[src/rtl/core/kwf_pkg.sv]
`timescale 1ns / 1ps

package kwf_pkg;

   localparam int SLOT_W = 4;
   localparam int POS_W  = 4;
   localparam int BYTE_W = 8;

   typedef enum logic [1:0] {
      OP_LOAD  = 2'd0,
      OP_BYTE  = 2'd1,
      OP_EOL   = 2'd2,
      OP_CLEAR = 2'd3
   } op_type;

   // One word as it travels down the cell chain
   typedef struct packed {
      logic              valid;
      op_type            op;
      logic [SLOT_W-1:0] slot;
      logic [POS_W-1:0]  pos;
      logic [BYTE_W-1:0] data;
      logic              last;
      logic              hit;
   } item_type;

   function automatic logic [BYTE_W-1:0] fold_case(input logic [BYTE_W-1:0] b);
      logic [BYTE_W-1:0] r;
      r = b;
      if (b >= 8'h41 && b <= 8'h5A) begin
         r = b + 8'h20;
      end
      return r;
   endfunction

endpackage

[src/rtl/core/kwf_cell.sv]
`timescale 1ns / 1ps

module kwf_cell #(
   parameter int CELL_INDEX      = 0,
   parameter int MAX_KEYWORD_LEN = 16
) (
   input  logic            clock,
   input  logic            reset,
   input  logic            advance,
   input  kwf_pkg::item_type item_i,
   output kwf_pkg::item_type item_o
);
   import kwf_pkg::*;

   localparam int PW = (MAX_KEYWORD_LEN > 1) ? $clog2(MAX_KEYWORD_LEN) : 1;
   localparam int LW = $clog2(MAX_KEYWORD_LEN + 1);

   logic [BYTE_W-1:0]          chars_ff [MAX_KEYWORD_LEN];
   logic [LW-1:0]              len_ff, len_in;
   logic [MAX_KEYWORD_LEN-1:0] vec_ff, vec_in;
   logic                       hit_ff, hit_in;
   item_type                   item_ff, item_in;

   logic                       load_here;
   logic [PW-1:0]              pos_idx;
   logic [MAX_KEYWORD_LEN-1:0] eq;
   logic [MAX_KEYWORD_LEN-1:0] shifted;
   logic [MAX_KEYWORD_LEN-1:0] vec_next;
   logic [PW-1:0]              tail_idx;

   assign load_here = item_i.valid && (item_i.op == OP_LOAD)
                      && (32'(item_i.slot) == 32'(CELL_INDEX))
                      && (32'(item_i.pos) < 32'(MAX_KEYWORD_LEN));
   assign pos_idx   = PW'(item_i.pos);
   assign tail_idx  = PW'(len_ff - LW'(1));
   assign shifted   = MAX_KEYWORD_LEN'({vec_ff, 1'b1});

   always_comb begin
      for (int j = 0; j < MAX_KEYWORD_LEN; j++) begin
         eq[j] = (chars_ff[j] == item_i.data) && (32'(j) < 32'(len_ff));
      end
      vec_next = shifted & eq;
   end

   always_comb begin
      len_in  = len_ff;
      vec_in  = vec_ff;
      hit_in  = hit_ff;
      item_in = item_i;
      if (item_i.valid) begin
         case (item_i.op)
            OP_LOAD: begin
               if (load_here && item_i.last) begin
                  len_in = LW'(5'(item_i.pos) + 5'd1);
               end
            end
            OP_BYTE: begin
               if (len_ff != '0) begin
                  vec_in = vec_next;
                  if (vec_next[tail_idx]) begin
                     hit_in = 1'b1;
                  end
               end
            end
            OP_EOL: begin
               // merge this keyword's line hit into the passing word, restart line
               item_in.hit = item_i.hit | hit_ff;
               hit_in      = 1'b0;
               vec_in      = '0;
            end
            OP_CLEAR: begin
               len_in = '0;
               vec_in = '0;
            end
            default: begin
               len_in = len_ff;
            end
         endcase
      end
   end

   always_ff @(posedge clock) begin
      if (reset) begin
         len_ff        <= '0;
         vec_ff        <= '0;
         hit_ff        <= 1'b0;
         item_ff.valid <= 1'b0;
      end else if (advance) begin
         len_ff        <= len_in;
         vec_ff        <= vec_in;
         hit_ff        <= hit_in;
         item_ff       <= item_in;
      end
   end

   always_ff @(posedge clock) begin
      if (advance) begin
         if (load_here) begin
            chars_ff[pos_idx] <= item_i.data;
         end
      end
   end

   assign item_o = item_ff;

endmodule

[src/rtl/core/keyword_line_filter.sv]
`timescale 1ns / 1ps

// Case-insensitive keyword line filter. Words enter on req_ at up to one per
// cycle and pass down a chain of NUM_KEYWORDS cells, one keyword per cell; each
// cell applies the word to its own keyword (load a character, advance its
// partial-match vector, close the line, clear) and hands it to the next cell.
// An end-of-line word leaves the chain carrying the OR of all cells' line hits
// and is registered once more before it appears on rsp_; other words
// give no result. Sustained rate is one word per cycle, set by the cell chain
// stepping in lockstep; a stalled result stalls the whole chain.
module keyword_line_filter #(
   parameter int NUM_KEYWORDS    = 16,
   parameter int MAX_KEYWORD_LEN = 16
) (
   input  logic        clock,
   input  logic        reset,
   input  logic        req_tvalid,
   output logic        req_tready,
   input  logic [23:0] req_tdata,   // op[1:0], pattern_slot[5:2], char_pos[9:6],
                                    // data_byte[17:10], zero fill[23:18]
   input  logic        req_tlast,   // pattern_end
   output logic        rsp_tvalid,
   input  logic        rsp_tready,
   output logic [7:0]  rsp_tdata    // is_negative[0], zero fill[7:1]
);
   import kwf_pkg::*;

   item_type chain [NUM_KEYWORDS+1];
   item_type head;
   logic     advance;
   logic     rsp_valid_ff, rsp_valid_in;
   logic     rsp_hit_ff, rsp_hit_in;
   item_type tail;

   assign advance    = !rsp_valid_ff || rsp_tready;
   assign req_tready = advance;

   always_comb begin
      head.valid = req_tvalid;
      head.op    = op_type'(req_tdata[1:0]);
      head.slot  = req_tdata[5:2];
      head.pos   = req_tdata[9:6];
      head.data  = fold_case(req_tdata[17:10]);
      head.last  = req_tlast;
      head.hit   = 1'b0;
   end

   assign chain[0] = head;

   for (genvar k = 0; k < NUM_KEYWORDS; k++) begin : g_cell
      kwf_cell #(
         .CELL_INDEX     (k),
         .MAX_KEYWORD_LEN(MAX_KEYWORD_LEN)
      ) u_cell (
         .clock  (clock),
         .reset  (reset),
         .advance(advance),
         .item_i (chain[k]),
         .item_o (chain[k+1])
      );
   end

   assign tail = chain[NUM_KEYWORDS];

   always_comb begin
      rsp_valid_in = rsp_valid_ff;
      rsp_hit_in   = rsp_hit_ff;
      if (advance) begin
         rsp_valid_in = tail.valid && (tail.op == OP_EOL);
         rsp_hit_in   = tail.hit;
      end
   end

   always_ff @(posedge clock) begin
      if (reset) begin
         rsp_valid_ff <= 1'b0;
      end else begin
         rsp_valid_ff <= rsp_valid_in;
      end
   end

   always_ff @(posedge clock) begin
      rsp_hit_ff <= rsp_hit_in;
   end

   assign rsp_tvalid = rsp_valid_ff;
   assign rsp_tdata  = {7'd0, rsp_hit_ff};

   // a held result freezes the chain, so no new word may enter
   assert property (@(posedge clock) disable iff (reset)
      rsp_tvalid && !rsp_tready |-> !req_tready)
      else $error("chain advanced under a stalled result");

   // an end-of-line word leaving the chain must become a result
   assert property (@(posedge clock) disable iff (reset)
      advance && tail.valid && tail.op == OP_EOL |=> rsp_tvalid)
      else $error("end-of-line word lost at chain exit");

   // other words never produce a result
   assert property (@(posedge clock) disable iff (reset)
      advance && !(tail.valid && tail.op == OP_EOL) |=> !rsp_tvalid)
      else $error("result without end-of-line word");

endmodule

[config.mk]
export PLATFORM = sky130hd
export DESIGN_NAME = keyword_line_filter
export DESIGN_NICKNAME = d
export VERILOG_FILES = /design/src/rtl/core/kwf_pkg.sv /design/src/rtl/core/kwf_cell.sv /design/src/rtl/core/keyword_line_filter.sv
export SDC_FILE = /design/constraint.sdc
export NUM_CORES = 2
export LEC_CHECK = 0
export BUFFER_PORTS_ARGS = -buffer_cell sky130_fd_sc_hd__buf_2
export CAP_MARGIN = 10
export CORE_MARGIN = 2
export CORE_UTILIZATION = 27
export DETAILED_ROUTE_END_ITERATION = 10
export GPL_TIMING_DRIVEN = 1
export PLACE_DENSITY = 0.47
export SYNTH_ARGS = -nofsm -noshare
export SYNTH_HDL_FRONTEND = slang
export SYNTH_SLANG_ARGS = --single-unit
[constraint.sdc]
create_clock -name clock -period 40 [get_ports clock]
set_input_delay 6 -clock clock [delete_from_list [all_inputs] [get_ports clock]]
set_output_delay 6 -clock clock [all_outputs]
set_load 0.05 [all_outputs]
# Word level (Yosys, flattened, before mapping)

Memories as Yosys holds them, arrays and structs flattened.
Cells that the tools add are included.

Register bits after elaboration: 657
Latch bits: 0
Bits in writable memories: 2048
Memory bits (read-only): 0
Output and inout bits: 10
Word-level logic and storage cells: 1559
Memories kept: 16

$add $sub $neg: 33
Multiply operators: 0
Div/mod/pow operators: 0
Order comparisons: 274
Eq/ne operators: 368
Shift-type cells: 0
Mux-type cells: 223
Bitwise gates (word level): 32
Reduce and logical (&&, ||, !) cells: 455

Memories:

| name                       | depth | bits a word | read ports | clocked after memory_dff | write ports | RTL line       | RTL |
|---|---|---|---|---|---|---|---|
| g_cell[0].u_cell.chars_ff  | 16    | 8           | 16         | 0                        | 1           | kwf_cell.sv:18 | `logic [BYTE_W-1:0] chars_ff [MAX_KEYWORD_LEN];` |
| g_cell[10].u_cell.chars_ff | 16    | 8           | 16         | 0                        | 1           | kwf_cell.sv:18 |  |
| g_cell[11].u_cell.chars_ff | 16    | 8           | 16         | 0                        | 1           | kwf_cell.sv:18 |  |
| g_cell[12].u_cell.chars_ff | 16    | 8           | 16         | 0                        | 1           | kwf_cell.sv:18 |  |
| g_cell[13].u_cell.chars_ff | 16    | 8           | 16         | 0                        | 1           | kwf_cell.sv:18 |  |
| g_cell[14].u_cell.chars_ff | 16    | 8           | 16         | 0                        | 1           | kwf_cell.sv:18 |  |
| 10 more memories           | --    | --          | --         | --                       | --          | --             |  |

Operators with widths:

| cell                  | count |
|---|---|
| $eq A8 B8 Y1          | 256 |
| $lt A4 B5 Y1 const A  | 128 |
| $pmux W15 S2          | 16 |
| $lt A3 B5 Y1 const A  | 64 |
| $logic_and A1 B1 Y1   | 306 |
| $and A16 B16 Y16      | 16 |
| $mux W15              | 16 |
| $lt A1 B5 Y1 const A  | 32 |
| $lt A2 B5 Y1 const A  | 32 |
| $pmux W5 S2           | 16 |
| $reduce_and A4 Y1     | 32 |
| $mux W1               | 126 |
| $reduce_bool A2 Y1    | 48 |
| $add A4 B1 Y5 const B | 16 |
| $lt A4 B5 Y1 const B  | 16 |
| $mux W5               | 16 |
| $reduce_and A5 Y1     | 16 |
| $reduce_bool A5 Y1    | 16 |
| $eq A2 B2 Y1 const B  | 33 |
| $bmux W1 S4           | 16 |
| $ne A2 B1 Y1 const B  | 32 |
| $sub A4 B1 Y4 const B | 16 |
| $eq A2 B1 Y1 const B  | 16 |
| $eq A4 B4 Y1 const B  | 8 |
| 17 further kinds      | 96 |

# Longest topological paths before layout

Depth after elaboration: 11
Mapped depth: 12

# Modules after synthesis

A second synthesis with hierarchy kept.

Cell total of the unflattened synthesis: 8605
Area, all modules: 119861.2 um2

Modules (own cells, without submodules):

| module                            | times used | cells an instance | area an instance (um2) | seq. area each (um2) |
|---|---|---|---|---|
| kwf_cell at g_cell[1].u_cell ...  | 2          | 538               | 7412.1                 | 4884.7 |
| kwf_cell at g_cell[13].u_cell ... | 2          | 533               | 7393.3                 | 4884.7 |
| kwf_cell at g_cell[5].u_cell      | 1          | 532               | 7596.0                 | 4884.7 |
| kwf_cell at g_cell[7].u_cell      | 1          | 535               | 7591.0                 | 4884.7 |
| kwf_cell at g_cell[4].u_cell      | 1          | 539               | 7581.0                 | 4884.7 |
| kwf_cell at g_cell[8].u_cell      | 1          | 539               | 7576.0                 | 4884.7 |
| kwf_cell at g_cell[3].u_cell      | 1          | 533               | 7539.7                 | 4884.7 |
| kwf_cell at g_cell[0].u_cell      | 1          | 539               | 7489.7                 | 4884.7 |
| kwf_cell at g_cell[15].u_cell     | 1          | 537               | 7484.7                 | 4884.7 |
| kwf_cell at g_cell[10].u_cell     | 1          | 535               | 7463.4                 | 4884.7 |
| kwf_cell at g_cell[12].u_cell     | 1          | 536               | 7458.4                 | 4884.7 |
| kwf_cell at g_cell[9].u_cell      | 1          | 545               | 7444.6                 | 4884.7 |
| kwf_cell at g_cell[11].u_cell     | 1          | 533               | 7410.9                 | 4884.7 |
| kwf_cell at g_cell[6].u_cell      | 1          | 535               | 7399.6                 | 4884.7 |
| keyword_line_filter               | 1          | 25                | 215.2                  | 50.0 |

# Worst setup path after synthesis

OpenSTA, ideal clock, no wires.

Path type: input to register
Start: input port rsp_tready
End: register g_cell[0].u_cell.item_ff, in the netlist g_cell[0].u_cell.item_o[0] (enable)
Library setup time: 975 ps
Data arrival time: 19189 ps
Data required time: 39025 ps
Slack: 19836 ps
Stages on the path: 5
Path buffers: 3
Cells stage by stage: nor2b_1 > clkbuf_1 > buf_1 > clkbuf_1 > nor2_1

Cells in the longest elaborated chain, start to end: 2

Ends and longest elaborated chain:

| what                               | RTL line                  | RTL |
|---|---|---|
| from (decl)                        | keyword_line_filter.sv:23 | `input logic rsp_tready,` |
| $logic_or A1 B1 Y1                 | keyword_line_filter.sv:35 | `assign advance = !rsp_valid_ff \|\| rsp_tready;` |
| $reduce_and A2 Y1 (no source line) | --                        |  |
| to (signal assigned)               | kwf_cell.sv:92            | `item_ff <= item_in;` |
| to (decl)                          | kwf_cell.sv:22            | `item_type item_ff, item_in;` |

Every way passes these cells.
A chain may end at the register's enable or synchronous reset.

# Worst setup path after layout

Start: input port rsp_tready
End: output port req_tready

Cells in the longest elaborated chain, start to end: 1

Ends and longest elaborated chain:

| what               | RTL line                  | RTL |
|---|---|---|
| $logic_or A1 B1 Y1 | keyword_line_filter.sv:35 |  |
| to (decl)          | keyword_line_filter.sv:18 | `output logic req_tready,` |

Every way passes these cells.

==> flow_summary.rst <==
.. list-table::
   :header-rows: 1

   * - Metric
     - Value
   * - Layout cells sized above 1
     - 8.34%
   * - IO Pins
     - 39
   * - Overall power consumption
     - 6.17 mW
   * - Critical path startpoint category
     - input port
   * - First-pass iteration count of the detailed router
     - 5
   * - Final core occ
     - 31.0%
   * - Leakage power of the design
     - 41.2 nW
   * - Wire length of the first global-routing pass
     - 437 mm
   * - Sequential share of power
     - 50.4%
   * - Crit path max-delay cell type
     - buf_4
   * - Height of the die
     - 668 um
   * - Violation count after the first detailed-routing iteration
     - 4303
   * - Initial core utilization
     - 27.1%
   * - Htree depth
     - 5
   * - Num CTS Buffers
     - 304
   * - Share of power burned in combinational logic
     - 4.5%
   * - Average routed wire per standard cell
     - 18.9 um
   * - Number of synthesized register bits
     - 2705
   * - Sinks on the clock net
     - 2705
   * - Measured slew at the worst slew-check pin
     - 1.24 ns
   * - Number of warnings issued by yosys
     - 0
   * - Mapped Area
     - 0.119 mm^2
   * - DRC
     - 0
   * - Overflow left after global routing
     - 0
   * - Count of input and output buffers
     - 25
   * - Setup violation total in the final timing report
     - 0
   * - Number of hold violations in the final report
     - 0
   * - Internal Pwr Total
     - 4.82 mW
   * - Number of antenna violations at the first check in global routing
     - 15
   * - Layout Cells excl Fill
     - 14900
   * - Run status
     - finished, final reports clean
   * - TritonCTS clock tree
     - yes
   * - Antenna violation net count after detailed routing
     - 0
   * - RSZ-0062 raised after global routing
     - no
   * - Reg-to-reg slack, setup
     - 35.85 ns
   * - Aggregate negative setup slack
     - 0 ns
   * - Vias in the first global route
     - 69900
   * - Number of maximum-capacitance constraint violations
     - 0
   * - Largest net degree at the start of global routing
     - 152
   * - Site row count
     - 243
   * - Highest-count cells in the layout ignoring fill and taps
     - edfxtp_1 (2352), xnor2_1 (1501), nor2_1 (618)
   * - Post-placement setup slack
     - 27.07 ns
   * - Critical path type
     - input port to output pin
   * - Data required, critical path
     - 34.00 ns
   * - Met3 wire length
     - 9.95 mm
   * - Most common library cell in the layout ignoring fill and taps
     - edfxtp_1
   * - Unique cell type count in the Yosys netlist
     - 87
   * - Total via count in the routed design
     - 68100
   * - Hold depth
     - 0
   * - Final worst clock skew
     - 0.0455 ns
   * - Clock network power share
     - 45.1%
   * - Min-delay worst type
     - flip-flop to flip-flop
   * - Synthesized area per cell
     - 13.6 um^2
   * - Tightest slew margin relative to the limit
     - 17.2%
   * - Critical path buffer and inverter count
     - 4
   * - Worst Setup Slack, final
     - 27.11 ns
   * - Area of the die
     - 0.446 mm^2
   * - Number of enable flip-flop cells after synthesis
     - 2352
   * - Number of cells upsized or downsized after cts
     - 0
   * - Routed wl met2
     - 136 mm
   * - Dominant delay contributor by cell family on the critical path
     - buffers and inverters
   * - Layout filler cell count
     - 43600
   * - Detailed Route WL
     - 282 mm
   * - Sequential share of the synthesized area
     - 65.3%
   * - Total of hold buffers inserted after clock tree synthesis
     - 0
   * - Max-slew violations
     - 0
   * - Fraction of synthesis flops using an asynchronous set or reset pin
     - 0%
   * - Gpl congestion
     - 0.814
   * - Master cell of the clock root buffer
     - clkbuf_16
   * - Cell Chain, Critical Path
     - buf_2, nor2b_4, buf_4, inv_2, buf_2
   * - M1 WL
     - 129 mm
   * - Post-layout instance area
     - 0.136 mm^2
   * - Post-CTS repair timing setup buffer count
     - 0
   * - WP data arrival
     - 6.89 ns
   * - Total routing resource utilization after global routing
     - 12.4%
   * - Final layout net count
     - 8978
   * - Cell count along the critical path
     - 5
   * - Die Width
     - 668 um
   * - Core area
     - 0.438 mm^2
   * - Maximum clock rate
     - 77.6 MHz
   * - Crit-path max cell delay
     - 0.39 ns
   * - Top_reg_cell synth
     - edfxtp_1
   * - Final Hold Slack
     - 0.432 ns
   * - Endpoint kind of the worst setup timing path
     - output pin
   * - Placed cell areas
     - 0.126 mm^2
   * - Half-perimeter wire length of the detailed placement result
     - 173 mm
   * - Deepest clock path buffer count
     - 4
   * - Most used cell, CP
     - buf_2
   * - Clk_lat worst skew
     - 0.91 ns
   * - Synthesized instance count
     - 8776
   * - Switching power of the nets
     - 1.35 mW
   * - Uppermost layer routed
     - met4
   * - Inst Count DP
     - 14400
   * - Layout Area Growth over Synthesis
     - 14.1%
   * - Pwr Density
     - 45.5 mW/mm^2
   * - Clock input transition at the sequential cells of the worst setup and hold paths
     - 0.06 ns
   * - Routed via count divided by cell count
     - 4.56
   * - R2R cell count
     - 10
   * - Final critical-path share of the clock period
     - 32.2%
   * - Max rail drop VDD
     - 32.4 uV
   * - Crit path time final
     - 12.89 ns
   * - Net switching fraction of the power
     - 21.9%
   * - Maximum fanout encountered on the critical timing path
     - 16
-- kinds of logic (layout without fill, tap and decap cells) --
group / after synthesis / after routing / share of synthesized area, %
flip-flops: 2705 / 2705 / 65.3
AND/OR/NAND/NOR: 2336 / 2336 / 10.0
XOR/XNOR: 2093 / 2093 / 15.4
AO/OA/AOI/OAI: 726 / 726 / 4.18
buffers and inverters: 617 / 885 / 2.13
multiplexers: 151 / 151 / 1.46
adder cells (fa/ha/maj): 147 / 147 / 1.55
other: 1 / 8 / 0.00315
-- state kept, by name (all words and copies together), names as in the netlist --
| register | count |
|---|---|
| g_cell.u_cell.chars_ff | 2048 |
| g_cell.u_cell.hit_ff | 16 |
| g_cell.u_cell.item_o | 319 |
| g_cell.u_cell.len_ff | 80 |
| g_cell.u_cell.vec_ff | 240 |
| rsp_hit_ff | 1 |
| rsp_tvalid | 1 |
-- cell usage after synthesis, types with 34 or more instances --
master | number | area (um^2)
xnor2_1 | 1501 | 13100
nand3_1 | 263 | 1320
edfxtp_1 | 2352 | 70600
nor4_1 | 220 | 1380
mux2i_1 | 113 | 1130
o211ai_1 | 46 | 345
dfxtp_1 | 353 | 7070
o2111ai_1 | 43 | 377
nor3_1 | 247 | 1240
nor3b_1 | 34 | 255
buf_2 | 129 | 646
xor2_1 | 592 | 5180
nor2_1 | 619 | 2320
nand2_1 | 326 | 1220
nand4_1 | 297 | 1860
nand2b_1 | 78 | 488
a21oi_1 | 234 | 1170
clkbuf_1 | 308 | 1160
or3_1 | 36 | 225
inv_1 | 135 | 507
ha_1 | 147 | 1840
a22oi_1 | 120 | 901
o21ai_0 | 43 | 215
-- power groups by stage --
stage                     clock [mW]  sequential [mW]  combinational [mW]
after floorplan                    0             3.17               0.187
after global placement             0             3.17               0.278
after detailed placement           0             3.17               0.284
after CTS                       2.87             3.11               0.285
after global routing            2.97             3.11               0.307
final                           2.78             3.11               0.277
-- worst paths after layout --
check / from / endpoint
max: rsp_tready / req_tready
min: g_cell[13].u_cell.item_o[17] / g_cell[14].u_cell.item_o[17]
max reg2reg: g_cell[13].u_cell.item_o[6] / g_cell[14].u_cell.hit_ff
min reg2reg: g_cell[13].u_cell.item_o[17] / g_cell[14].u_cell.item_o[17]
-- metal layers --
metal	vias to the layer above	global-route usage, %
met5	-	0
met4	0	3.45
met3	511	1.51
met2	1335	21.1
met1	34300	16.5
li1	32000	-
-- area by class of cell --
cell class	instances	area [um^2]	area share [%]
Tap cell	5880	7360	5.42
Sequential cell	2705	77700	57.2
Antenna cell	1	2.50	0.00184
Clock buffer	410	8510	6.27
Timing Repair Buffer	194	1410	1.04
Clock inverter	144	1410	1.04
Multi-Input combinational cell	5460	38900	28.6
Inverter	137	514	0.379
Power figures use the tool's default switching activity.
